`config.mk`:
```
export PLATFORM = sky130hd
export DESIGN_NAME = ordered_list_append_delete_flat
export DESIGN_NICKNAME = d
export VERILOG_FILES = /design/src/rtl/core/oladel_pkg.sv /design/src/rtl/core/oladel_if.sv /design/src/rtl/core/ordered_list_append_delete.sv /design/src/rtl/core/oladel_ctrl.sv /design/src/rtl/core/oladel_dp.sv /design/src/flat_wrapper.sv
export SDC_FILE = /design/constraint.sdc
export NUM_CORES = 2
export LEC_CHECK = 0
export ABC_CLOCK_PERIOD_IN_PS = 4600
export BUFFER_PORTS_ARGS = -buffer_cell sky130_fd_sc_hd__buf_2
export CORE_MARGIN = 1
export CORE_UTILIZATION = 40
export DETAILED_ROUTE_END_ITERATION = 12
export HOLD_SLACK_MARGIN = 0.02
export SYNTH_ARGS = -nofsm -noshare
export SYNTH_HDL_FRONTEND = slang
export SYNTH_SLANG_ARGS = --single-unit
```
`constraint.sdc`:
```
create_clock -name clk -period 4.6 [get_ports clk]
set_input_delay 0.23 -clock clk [delete_from_list [all_inputs] [get_ports clk]]
set_output_delay 0.23 -clock clk [all_outputs]
set_load 0.02 [all_outputs]
```
`src/rtl/core/oladel_pkg.sv`:
```
// Shared constants, codes and controller/datapath handshake types for the ordered list block.
package oladel_pkg;

	localparam int DEPTH  = 64;
	localparam int ADDR_W = $clog2(DEPTH);
	localparam int CNT_W  = $clog2(DEPTH + 1);
	localparam int DATA_W = 32;
	localparam int CAP_W  = 9;
	localparam int GROW_W = 8;

	localparam logic [CAP_W-1:0]  CAP_RESET  = CAP_W'(10);
	localparam logic [CAP_W-1:0]  CAP_MAX    = {CAP_W{1'b1}};
	localparam logic [GROW_W-1:0] GROW_RESET = GROW_W'(10);

	localparam logic CMD_APPEND = 1'b0;
	localparam logic CMD_REMOVE = 1'b1;

	// Commands from controller to datapath
	typedef struct packed {
		logic req_ready;
		logic latch;
		logic idx_clr;
		logic idx_inc;
		logic rd_next;
		logic shift_we;
		logic append;
		logic rem_done;
		logic fail;
	} ctrl_cmd_t;

	// Status from datapath to controller
	typedef struct packed {
		logic req_valid;
		logic req_cmd;
		logic cnt_zero;
		logic match;
		logic last_scan;
		logic last_shift;
		logic res_free;
	} ctrl_sts_t;

endpackage

```
`src/rtl/core/oladel_if.sv`:
```
// Channel interfaces: command requests, results and the configuration write port.
interface oladel_req_if;
	logic                          valid;
	logic                          ready;
	logic                          cmd;
	logic [oladel_pkg::DATA_W-1:0] value;

	modport source (output valid, output cmd, output value, input ready);
	modport sink (input valid, input cmd, input value, output ready);
endinterface

interface oladel_rsp_if;
	logic                         valid;
	logic                         ready;
	logic                         ok;
	logic [oladel_pkg::CNT_W-1:0] item_count;
	logic [oladel_pkg::CAP_W-1:0] capacity;

	modport source (output valid, output ok, output item_count, output capacity, input ready);
	modport sink (input valid, input ok, input item_count, input capacity, output ready);
endinterface

interface oladel_cfg_if;
	logic                          valid;
	logic                          ready;
	logic [oladel_pkg::GROW_W-1:0] data;

	modport source (output valid, output data, input ready);
	modport sink (input valid, input data, output ready);
endinterface

```
`src/rtl/core/ordered_list_append_delete.sv`:
```
// Sequencing: an append is accepted, then loads its result once the result register is free; a
// remove reads and compares each entry up to the match, then reads and writes each later entry to
// shift it down, then loads its result. A miss compares every held entry before loading a failed
// result; a remove from an empty list goes straight to loading a failed result. One transaction
// at a time, the next taken once the result is loaded; the single-port entry store with registered
// read sets the scan and shift pace. A new transaction is taken while the previous result waits.
// Reset (arst_n low, asynchronous): count 0, capacity 10, grow step 10; entries are undefined.
module ordered_list_append_delete (
	input logic        clk,
	input logic        arst_n,
	oladel_req_if.sink   req,
	oladel_rsp_if.source rsp,
	oladel_cfg_if.sink   cfg
);
	import oladel_pkg::*;

	ctrl_cmd_t ctl;
	ctrl_sts_t sts;

	oladel_ctrl u_ctrl (
		.clk    (clk),
		.arst_n (arst_n),
		.sts    (sts),
		.ctl    (ctl)
	);

	oladel_dp u_dp (
		.clk    (clk),
		.arst_n (arst_n),
		.req    (req),
		.rsp    (rsp),
		.cfg    (cfg),
		.ctl    (ctl),
		.sts    (sts)
	);

	// Never overwrite a result that has not been taken
	a_res_no_overwrite: assert property (@(posedge clk) disable iff (!arst_n)
		(ctl.append || ctl.rem_done || ctl.fail) && rsp.valid |-> rsp.ready)
		else $error("result overwritten before transaction");

	// Shift writes and appends never collide
	a_one_writer: assert property (@(posedge clk) disable iff (!arst_n)
		!(ctl.shift_we && ctl.append))
		else $error("shift and append write together");

	// Count never exceeds the store depth
	a_count_bound: assert property (@(posedge clk) disable iff (!arst_n)
		rsp.valid |-> rsp.item_count <= CNT_W'(DEPTH))
		else $error("item count beyond depth");

	// Capacity never drops to zero
	a_cap_nonzero: assert property (@(posedge clk) disable iff (!arst_n)
		rsp.valid |-> rsp.capacity != '0)
		else $error("capacity reached zero");

endmodule

```
`src/rtl/core/oladel_ctrl.sv`:
```
// Controller state machine sequencing append, scan, shift and result load.
module oladel_ctrl (
	input  logic                   clk,
	input  logic                   arst_n,
	input  oladel_pkg::ctrl_sts_t  sts,
	output oladel_pkg::ctrl_cmd_t  ctl
);
	import oladel_pkg::*;

	localparam logic [2:0] ST_IDLE     = 3'd0;
	localparam logic [2:0] ST_APPEND   = 3'd1;
	localparam logic [2:0] ST_SCAN_RD  = 3'd2;
	localparam logic [2:0] ST_SCAN_CMP = 3'd3;
	localparam logic [2:0] ST_SHIFT_RD = 3'd4;
	localparam logic [2:0] ST_SHIFT_WR = 3'd5;
	localparam logic [2:0] ST_REM_DONE = 3'd6;
	localparam logic [2:0] ST_FAIL     = 3'd7;

	logic [2:0] state_q;
	logic [2:0] state_d;

	// Next state and datapath commands
	always_comb begin
		state_d = state_q;
		ctl     = '0;
		case (state_q)
			ST_IDLE: begin
				ctl.req_ready = 1'b1;
				if (sts.req_valid) begin
					ctl.latch   = 1'b1;
					ctl.idx_clr = 1'b1;
					if (sts.req_cmd == CMD_APPEND) begin
						state_d = ST_APPEND;
					end else if (sts.cnt_zero) begin
						state_d = ST_FAIL;
					end else begin
						state_d = ST_SCAN_RD;
					end
				end
			end
			ST_APPEND: begin
				if (sts.res_free) begin
					ctl.append = 1'b1;
					state_d    = ST_IDLE;
				end
			end
			ST_SCAN_RD: begin
				state_d = ST_SCAN_CMP;
			end
			ST_SCAN_CMP: begin
				if (sts.match) begin
					state_d = sts.last_scan ? ST_REM_DONE : ST_SHIFT_RD;
				end else if (sts.last_scan) begin
					state_d = ST_FAIL;
				end else begin
					ctl.idx_inc = 1'b1;
					state_d     = ST_SCAN_RD;
				end
			end
			ST_SHIFT_RD: begin
				ctl.rd_next = 1'b1;
				state_d     = ST_SHIFT_WR;
			end
			ST_SHIFT_WR: begin
				ctl.shift_we = 1'b1;
				ctl.idx_inc  = 1'b1;
				state_d      = sts.last_shift ? ST_REM_DONE : ST_SHIFT_RD;
			end
			ST_REM_DONE: begin
				if (sts.res_free) begin
					ctl.rem_done = 1'b1;
					state_d      = ST_IDLE;
				end
			end
			ST_FAIL: begin
				if (sts.res_free) begin
					ctl.fail = 1'b1;
					state_d  = ST_IDLE;
				end
			end
			default: begin
				state_d = ST_IDLE;
			end
		endcase
	end

	// Hold state
	always_ff @(posedge clk or negedge arst_n) begin
		if (!arst_n) begin
			state_q <= ST_IDLE;
		end else begin
			state_q <= state_d;
		end
	end

endmodule

```
`src/rtl/core/oladel_dp.sv`:
```
// Datapath: entry store, count, capacity, grow step register and result register.
module oladel_dp (
	input  logic                   clk,
	input  logic                   arst_n,
	oladel_req_if.sink             req,
	oladel_rsp_if.source           rsp,
	oladel_cfg_if.sink             cfg,
	input  oladel_pkg::ctrl_cmd_t  ctl,
	output oladel_pkg::ctrl_sts_t  sts
);
	import oladel_pkg::*;

	logic [DATA_W-1:0] mem_q [DEPTH];
	logic [DATA_W-1:0] rdata_q;
	logic [DATA_W-1:0] key_q;
	logic [ADDR_W-1:0] idx_q;
	logic [CNT_W-1:0]  count_q;
	logic [CAP_W-1:0]  cap_q;
	logic [GROW_W-1:0] grow_q;
	logic              res_valid_q;
	logic              res_ok_q;
	logic [CNT_W-1:0]  res_cnt_q;
	logic [CAP_W-1:0]  res_cap_q;

	logic              full;
	logic [ADDR_W-1:0] raddr;
	logic              mem_we;
	logic [ADDR_W-1:0] waddr;
	logic [DATA_W-1:0] wdata;
	logic [CNT_W:0]    idx_p1;
	logic [CNT_W:0]    idx_p2;
	logic [CAP_W:0]    grown;
	logic [CAP_W-1:0]  cap_grow;
	logic [CNT_W-1:0]  cnt_dec;
	logic [CAP_W-1:0]  half;
	logic [CAP_W-1:0]  cap_shrink;

	assign full   = (count_q == CNT_W'(DEPTH));
	assign idx_p1 = (CNT_W + 1)'(idx_q) + (CNT_W + 1)'(1);
	assign idx_p2 = (CNT_W + 1)'(idx_q) + (CNT_W + 1)'(2);

	// Status to controller
	assign sts.req_valid  = req.valid;
	assign sts.req_cmd    = req.cmd;
	assign sts.cnt_zero   = (count_q == '0);
	assign sts.match      = (rdata_q == key_q);
	assign sts.last_scan  = (idx_p1 == {1'b0, count_q});
	assign sts.last_shift = (idx_p2 == {1'b0, count_q});
	assign sts.res_free   = !res_valid_q || rsp.ready;

	assign req.ready = ctl.req_ready;
	assign cfg.ready = 1'b1;

	// Grow rule: when the count equals the capacity, add the grow step, saturating at the largest capacity code
	always_comb begin
		grown    = {1'b0, cap_q} + (CAP_W + 1)'(grow_q);
		cap_grow = grown[CAP_W] ? CAP_MAX : grown[CAP_W-1:0];
		if (CAP_W'(count_q) == cap_q) begin
			cap_grow = grown[CAP_W] ? CAP_MAX : grown[CAP_W-1:0];
		end else begin
			cap_grow = cap_q;
		end
	end

	// Shrink rule after a removal
	always_comb begin
		cnt_dec    = count_q - CNT_W'(1);
		half       = cap_q >> 1;
		cap_shrink = cap_q;
		if ((CAP_W'(cnt_dec) < half) && ((cap_q - half) >= CAP_W'(1))) begin
			cap_shrink = cap_q - half;
		end
	end

	// Store port selection
	assign raddr  = ctl.rd_next ? idx_p1[ADDR_W-1:0] : idx_q;
	assign mem_we = ctl.shift_we || (ctl.append && !full);
	assign waddr  = ctl.shift_we ? idx_q : count_q[ADDR_W-1:0];
	assign wdata  = ctl.shift_we ? rdata_q : key_q;

	// Entry store with registered read
	always_ff @(posedge clk) begin
		if (mem_we) begin
			mem_q[waddr] <= wdata;
		end
		rdata_q <= mem_q[raddr];
	end

	// Capture the transaction payload
	always_ff @(posedge clk) begin
		if (ctl.latch) begin
			key_q <= req.value;
		end
	end

	// Advance scan and shift index
	always_ff @(posedge clk or negedge arst_n) begin
		if (!arst_n) begin
			idx_q <= '0;
		end else if (ctl.idx_clr) begin
			idx_q <= '0;
		end else if (ctl.idx_inc) begin
			idx_q <= idx_q + ADDR_W'(1);
		end
	end

	// Count, capacity and grow step
	always_ff @(posedge clk or negedge arst_n) begin
		if (!arst_n) begin
			count_q <= '0;
			cap_q   <= CAP_RESET;
			grow_q  <= GROW_RESET;
		end else begin
			if (cfg.valid) begin
				grow_q <= cfg.data;
			end
			if (ctl.append && !full) begin
				count_q <= count_q + CNT_W'(1);
				cap_q   <= cap_grow;
			end else if (ctl.rem_done) begin
				count_q <= cnt_dec;
				cap_q   <= cap_shrink;
			end
		end
	end

	// Result valid flag
	always_ff @(posedge clk or negedge arst_n) begin
		if (!arst_n) begin
			res_valid_q <= 1'b0;
		end else if (ctl.append || ctl.rem_done || ctl.fail) begin
			res_valid_q <= 1'b1;
		end else if (rsp.ready) begin
			res_valid_q <= 1'b0;
		end
	end

	// Result payload
	always_ff @(posedge clk) begin
		if (ctl.append) begin
			res_ok_q  <= !full;
			res_cnt_q <= full ? count_q : count_q + CNT_W'(1);
			res_cap_q <= full ? cap_q : cap_grow;
		end else if (ctl.rem_done) begin
			res_ok_q  <= 1'b1;
			res_cnt_q <= cnt_dec;
			res_cap_q <= cap_shrink;
		end else if (ctl.fail) begin
			res_ok_q  <= 1'b0;
			res_cnt_q <= count_q;
			res_cap_q <= cap_q;
		end
	end

	assign rsp.valid      = res_valid_q;
	assign rsp.ok         = res_ok_q;
	assign rsp.item_count = res_cnt_q;
	assign rsp.capacity   = res_cap_q;

endmodule

```
`src/flat_wrapper.sv`:
```
// flat-port wrapper written by rule: the top's interface ports become plain ports
module ordered_list_append_delete_flat import oladel_pkg::*;
  (clk, arst_n, req_valid, req_cmd, req_value, req_ready, rsp_valid, rsp_ok, rsp_item_count, rsp_capacity, rsp_ready, cfg_valid, cfg_data, cfg_ready);
  oladel_req_if req_i ();
  oladel_rsp_if rsp_i ();
  oladel_cfg_if cfg_i ();
  input logic clk;
  input logic arst_n;
  input wire logic [$bits(req_i.valid)-1:0] req_valid;
  input wire logic [$bits(req_i.cmd)-1:0] req_cmd;
  input wire logic [$bits(req_i.value)-1:0] req_value;
  output wire logic [$bits(req_i.ready)-1:0] req_ready;
  output wire logic [$bits(rsp_i.valid)-1:0] rsp_valid;
  output wire logic [$bits(rsp_i.ok)-1:0] rsp_ok;
  output wire logic [$bits(rsp_i.item_count)-1:0] rsp_item_count;
  output wire logic [$bits(rsp_i.capacity)-1:0] rsp_capacity;
  input wire logic [$bits(rsp_i.ready)-1:0] rsp_ready;
  input wire logic [$bits(cfg_i.valid)-1:0] cfg_valid;
  input wire logic [$bits(cfg_i.data)-1:0] cfg_data;
  output wire logic [$bits(cfg_i.ready)-1:0] cfg_ready;
  assign req_i.valid = req_valid;
  assign req_i.cmd = req_cmd;
  assign req_i.value = req_value;
  assign req_ready = req_i.ready;
  assign rsp_valid = rsp_i.valid;
  assign rsp_ok = rsp_i.ok;
  assign rsp_item_count = rsp_i.item_count;
  assign rsp_capacity = rsp_i.capacity;
  assign rsp_i.ready = rsp_ready;
  assign cfg_i.valid = cfg_valid;
  assign cfg_i.data = cfg_data;
  assign cfg_ready = cfg_i.ready;
  ordered_list_append_delete u_core (.clk(clk), .arst_n(arst_n), .req(req_i), .rsp(rsp_i), .cfg(cfg_i));
endmodule
```
**After elaboration in Yosys (flattened, before gate mapping)**

Memory sizes are Yosys's and may differ from the RTL's. A register that Yosys moved wholly into a read port is not among the register bits.
Cells that the tools add are included.

- Register bits: 83
- Bits in writable memories: 2048
- Bits of input ports: 46
- Word-level logic and storage cells: 97
- Memories kept: 1

Memory list:

| name | depth | width | read ports | clocked after memory_dff | write ports | RTL line | source |
|---|---|---|---|---|---|---|---|
| u_core.u_dp.mem_q | 64 | 32 | 1 | 1 | 1 | oladel_dp.sv:13 | `logic [DATA_W-1:0] mem_q [DEPTH];` |

- $add $sub $neg: 7
- Order comparisons: 2
- Equal/unequal tests: 14
- Muxes and demuxes: 47
- Reduce and logical (&&, ||, !) cells: 16

Operators with widths:

| operator | count |
|---|---|
| two-way mux 9 bit | 9 |
| two-way mux 7 bit | 6 |
| == test 32 bit | 1 |
| two-way mux 32 bit | 1 |
| two-way mux 6 bit | 4 |
| two-way mux 3 bit | 7 |
| case mux 3 bit (6 select lines) | 1 |
| two-way mux 1 bit | 15 |
| == test 7 bit | 2 |
| == test 3 bit, second input constant | 4 |
| adder 9 x 8 -> 10 bit | 1 |
| == test 7 x 9 -> 1 bit | 1 |
| greater-or-equal comparator 9 x 1 -> 1 bit, second input constant | 1 |
| subtractor 9 x 8 -> 9 bit | 1 |
| < comparator 7 x 8 -> 1 bit | 1 |
| adder 6 x 1 -> 7 bit, second input constant | 1 |
| adder 6 x 2 -> 7 bit, second input constant | 1 |
| adder 7 x 1 -> 7 bit, second input constant | 1 |
| == test 7 bit, second input constant | 1 |
| logical NOT 7 bit | 1 |
| subtractor 7 x 1 -> 7 bit, second input constant | 1 |
| adder 6 x 1 -> 6 bit, second input constant | 1 |
| == test 3 x 2 -> 1 bit, second input constant | 2 |
| two-way mux 2 bit | 3 |
| 12 further kinds | 19 |

**Logic depth before layout (Yosys ltp)**

- Word-level depth: 8
- Gate-level depth with buffers: 15
- Depth with buffers taken out: 12

**By module**

From an unflattened synthesis, not the netlist that was laid out.

- Cells, all modules: 3971
- Area total of the unflattened synthesis: 83822.9 um2

By module, submodules not included:

| module | instances | cells an instance | area an instance (um2) | seq. area each (um2) |
|---|---|---|---|---|
| oladel_dp | 1 | 3924 | 83478.8 | 64391.8 |
| oladel_ctrl | 1 | 47 | 344.1 | 75.1 |

**Worst setup path after synthesis**

Ideal clock, no wire load.

- Kind: reg-to-reg
- Start: reg u_core.u_dp.count_q[0]
- End: mem u_core.u_dp.mem_q[18][0], enable pin
- Arrival time: 3.589 ns
- Setup slack: 0.590 ns
- Stages on the path, launching flop included: 12
- Buffers on the path: 2
- Clock period less this slack: 4.010 ns
- Cells stage by stage: dfrtp_1 > clkbuf_1 > clkinv_1 > ha_1 > or3b_2 > clkbuf_1 > nor3_1 > a21o_1 > nor2_1 > a22o_1 > nand2_1 > nor2_1

- Cells in the longest elaborated chain, start to end: 6
- Elaborated cells between the ends (all ways): 7

Ends and longest elaborated chain:

| item | RTL line | source |
|---|---|---|
| start, declared | oladel_dp.sv:17 | `logic [CNT_W-1:0] count_q;` |
| start signal, assigned | oladel_dp.sv:118 | `count_q <= count_q + CNT_W'(1);` |
| start signal, assigned | oladel_dp.sv:121 | `count_q <= cnt_dec;` |
| == test 7 bit | oladel_dp.sv:38 | `assign full = (count_q == CNT_W'(DEPTH));` |
| logical NOT 1 bit | oladel_dp.sv:77 | `assign mem_we = ctl.shift_we \|\| (ctl.append && !full);` |
| logical AND 1 bit | oladel_dp.sv:77 |  |
| logical OR 1 bit | oladel_dp.sv:77 |  |
| two-way mux 1 bit | oladel_dp.sv:83 | `if (mem_we) begin` |
| two-way mux 1 bit (implied by the code) | oladel_dp.sv:84 | `mem_q[waddr] <= wdata;` |
| end, declared | oladel_dp.sv:13 |  |

Parallel ways exist; a longest one is shown, timed or not.

**Worst setup path after layout**

- Start: reg u_core.u_dp.idx_q[0]
- End: reg u_core.u_dp.rdata_q[11], read port of u_core.u_dp.mem_q

- Cells in the longest elaborated chain, start to end: 2

Ends and longest elaborated chain:

| item | RTL line | source |
|---|---|---|
| start, declared | oladel_dp.sv:16 | `logic [ADDR_W-1:0] idx_q;` |
| start signal, assigned | oladel_dp.sv:103 | `idx_q <= idx_q + ADDR_W'(1);` |
| adder 6 x 1 -> 7 bit | oladel_dp.sv:39 | `assign idx_p1 = (CNT_W + 1)'(idx_q) + (CNT_W + 1)'(1);` |
| two-way mux 6 bit * | oladel_dp.sv:76 | `assign raddr = ctl.rd_next ? idx_p1[ADDR_W-1:0] : idx_q;` |
| end, declared | oladel_dp.sv:14 | `logic [DATA_W-1:0] rdata_q;` |

Mark *: on every way between the ends. The rest lies on a longest branch, timed or not.
A chain may end at the register's enable or synchronous reset.

==> results_dict.tcl <==
set metrics [dict create \
    synthArstFlopShare 0.0157 \
    post_cts.repair.setup_buffers 0 \
    placed_area_um2 99600 \
    hold_violations 0 \
    syn_area_um2 93000 \
    p_clk_frac 0.261 \
    root_buffer "clkbuf_16" \
    synthFlopType "edfxtp_1" \
    cp_data_required_time_ps 5370 \
    synthMuxAreaShare 0.0740 \
    p_leak_uw 0.0353 \
    peakVddDrop_mv 0.518 \
    synth_edf_count 2097 \
    clockBufferDepth 3 \
    combPwrFrac 0.392 \
    hold_ws_ps 71.2 \
    switchingPower_uw 26400 \
    period_share 0.971 \
    place_congestion 0.880 \
    ys_seq_area_frac 0.693 \
    tightest_slew_ps 1390 \
    preCtsSetupSlack_ps 298 \
    drt-total-wl_um 301000 \
    drv_slew 0 \
    netSwitchingFraction 0.380 \
    final_nets 6591 \
    yosys.area_share.simple 0.0483 \
    rsz0062_at_grt "false" \
    ys_types 90 \
    area_delta_synth_final_pct 15.7 \
    synth_top_cell_area_share 0.677 \
    drt_iter0_markers 8377 \
    design_area_um2 108000 \
    setup_violations 0 \
    synth_fa_ha_area_frac 0.00393 \
    cts_max_level 4 \
    grt_pass1_vias 60600 \
    port_buffers 64 \
    start_util 0.403 \
    hold_path_class "input port to flip-flop" \
    crit_fanout 113 \
    slew_headroom 0.0727 \
    rr_startpoint "u_core.u_dp.idx_q[0]$_DFFE_PN0P_" \
    firstDrtPassIters 8 \
    synth_nets 6373 \
    hpwl_um 177000 \
    insertion_delay_ps 890 \
    synth_compound_area_frac 0.147 \
    cts_tree "built" \
    ys_top_cells_by_area "edfxtp_1 68%, mux2i_1 5.8%, o221ai_1 4.5%" \
    grt_pass1_wl_um 431000 \
    critical_path.startpoint_type "flip-flop" \
    cts_sinks 2163 \
    clk_pin_slew_ps 60 \
    synth_top_family_by_area "compound AO/OA/AOI/OAI gates" \
    grt_max_degree 193 \
    finalWorstSetupSlack_ps 134 \
    viasPerCell 6.46 \
    avgSynthCellArea_um2 14.8 \
    cap_violations 0 \
    drc 0 \
    pin_count 66 \
    track_usage 0.250 \
    post_synth_xor_area_fraction 0.00734 \
    final_core_util 0.467 \
    crit_type "flip-flop to flip-flop" \
    fp.dieW_um 484 \
    grt-ovfl-total 0 \
    crit_start "u_core.u_dp.idx_q[0]$_DFFE_PN0P_" \
    fmax_ghz 0.224 \
    ys_ff_latch 2163 \
    power.density_nw_per_um2 644 \
    antenna_found_initial 16 \
    drive_gt1_frac 0.147 \
    row_count 176 \
    hp-start "req_value[10]" \
    syn_inst 6299 \
    vias 62900 \
    worstPathArrival_ps 5230 \
    antenna_left 0 \
    dieArea_um2 234000 \
    die_h_um 484 \
    yosys_warnings 0 \
    end_kind "flip-flop" \
    p_seq_frac 0.347 \
    status "complete, no violations" \
    core_um2 231000 \
    p_int_uw 43000 \
    numCtsBuffers 221 \
    fin_crit_ps 4470 \
    route.detailed.wl_per_inst_um 31.0 \
    finalClockSkew_ps 69.7 \
    synth_top_cell_by_area "edfxtp_1" \
]
[stage by stage]
stage | cells | total power [uW] | setup TNS (ps)
global route | 9732 | 71600 | 0
floorplan | 6299 | 39800 | 0
finish | 9733 | 69300 | 0
global placement | 9241 | 50600 | -785
detailed placement | 9243 | 51000 | 0
CTS | 9729 | 69000 | 0
[power groups by stage]
stage          Combinational (uW)  Sequential (uW)  Clock [uW]
6_report                    27200            24100       18100
5_1_grt                     28500            24100       19000
4_1_cts                     26700            24100       18300
3_5_place_dp                26500            24500           0
3_3_place_gp                26100            24400           0
2_1_floorplan               15600            24200           0
[metal layers]
layer,track usage,wire length [um],vias to the layer above
met1,0.348,123000,32300
met3,0.0391,28400,559
met5,0,28,-
met4,0.112,14100,4
met2,0.386,136000,3517
li1,-,-,26500
[repair_timing]
action / CTS / global route
hold buffers: 77 / 0
setup endpoints to repair: 0 / 0
resized for setup: 0 / 0
endpoints found under the hold margin: 84 / 0
[sequential cells by signal, summed over array words and instances, names as in the netlist]
register,cells
u_core.u_dp.key_q,32
u_core.u_dp.idx_q,6
u_core.u_dp.rsp.valid,1
u_core.u_dp.rsp.ok,1
u_core.u_dp.cap_q,9
u_core.u_dp.mem_q,2048
u_core.u_dp.rsp.capacity,9
u_core.u_dp.rsp.item_count,7
u_core.u_dp.count_q,7
u_core.u_dp.rdata_q,32
u_core.u_ctrl.state_q,3
u_core.u_dp.grow_q,8
[worst paths after layout]
kind	cells after the start	end	slack, ps
min reg2reg	2	u_core.u_dp.rsp.valid$_DFFE_PN0P_	600
min in group asynchronous	3	u_core.u_dp.cap_q[7]$_DFFE_PN0P_	580
max in group asynchronous	4	u_core.u_dp.cap_q[4]$_DFFE_PN0P_	3030
max reg2reg	9	u_core.u_dp.rdata_q[11]$_DFF_P_	130
min	2	u_core.u_dp.key_q[10]$_DFFE_PP_	70
max	9	u_core.u_dp.rdata_q[11]$_DFF_P_	130
[cell usage after synthesis, types with 7 or more instances]
master,n
edfxtp_1,2097
mux2i_1,543
o221ai_1,480
nor2_1,416
o22ai_1,383
clkbuf_1,285
o21ai_0,264
nand2_1,225
buf_2,175
a221oi_1,138
a21oi_1,113
nor4_1,83
mux2_2,75
nor3_1,71
a211oi_1,66
a22oi_1,60
a2111oi_0,58
nand3_1,50
xor2_1,43
a21o_1,39
a222oi_1,35
o2bb2ai_1,35
xnor2_1,35
a22o_1,34
buf_1,34
and3_1,32
dfxtp_1,32
or3_1,32
dfrtp_1,30
o211a_1,28
o41ai_1,28
mux4_2,27
ha_1,26
inv_1,26
buf_4,21
o21ai_1,21
a221o_1,12
nand2b_1,10
nor2b_1,10
nand4_1,9
a31oi_1,8
buf_6,8
a211o_1,7
[placed cells by master, fill, tap and decap left out, types with 44 or more instances in the layout]
cell / instances
nor4_1: 83
nand2_1: 217
nor3_1: 71
nor2_1: 349
edfxtp_1: 2097
mux2_2: 75
o21ai_0: 264
nor2_4: 67
a21oi_1: 112
a2111oi_0: 52
a211oi_1: 66
mux2i_1: 542
buf_12: 100
dlygate4sd3_1: 77
buf_2: 65
clkinv_1: 44
buf_4: 278
a221oi_1: 138
o22ai_1: 382
clkbuf_16: 221
o221ai_1: 480
nand3_1: 49
clkbuf_1: 52
a22oi_1: 60
[logic make-up after synthesis]
| kind of cell | after synthesis |
|---|---|
| compound gates | 1853 |
| other cells | 1 |
| mux | 645 |
| simple gates | 978 |
| flops | 2163 |
| buf+inv | 553 |
| fa+ha+maj | 28 |
| xor+xnor | 78 |
[cell type report]
class                      instances  area, um2
fill                           19600     123000
timing repair buffer             520       5180
antenna                            4       10.0
clock buffer                     282       5850
tap                             3026       3790
multi-input combinational       3583      26800
sequential                      2163      64500
clock inverter                   127       1400
inverter                          28        110
[worst max-delay path: stages (launching register included)]
cell and delay [ps]:
dfrtp_4 620, buf_12 580, nor2_1 260, nand2_4 680, o221ai_1 200, a21o_1 190, a222oi_1 1020, o2bb2ai_1 220
buf_4 280, nor4_1 230
Power figures use the tool's default switching activity.
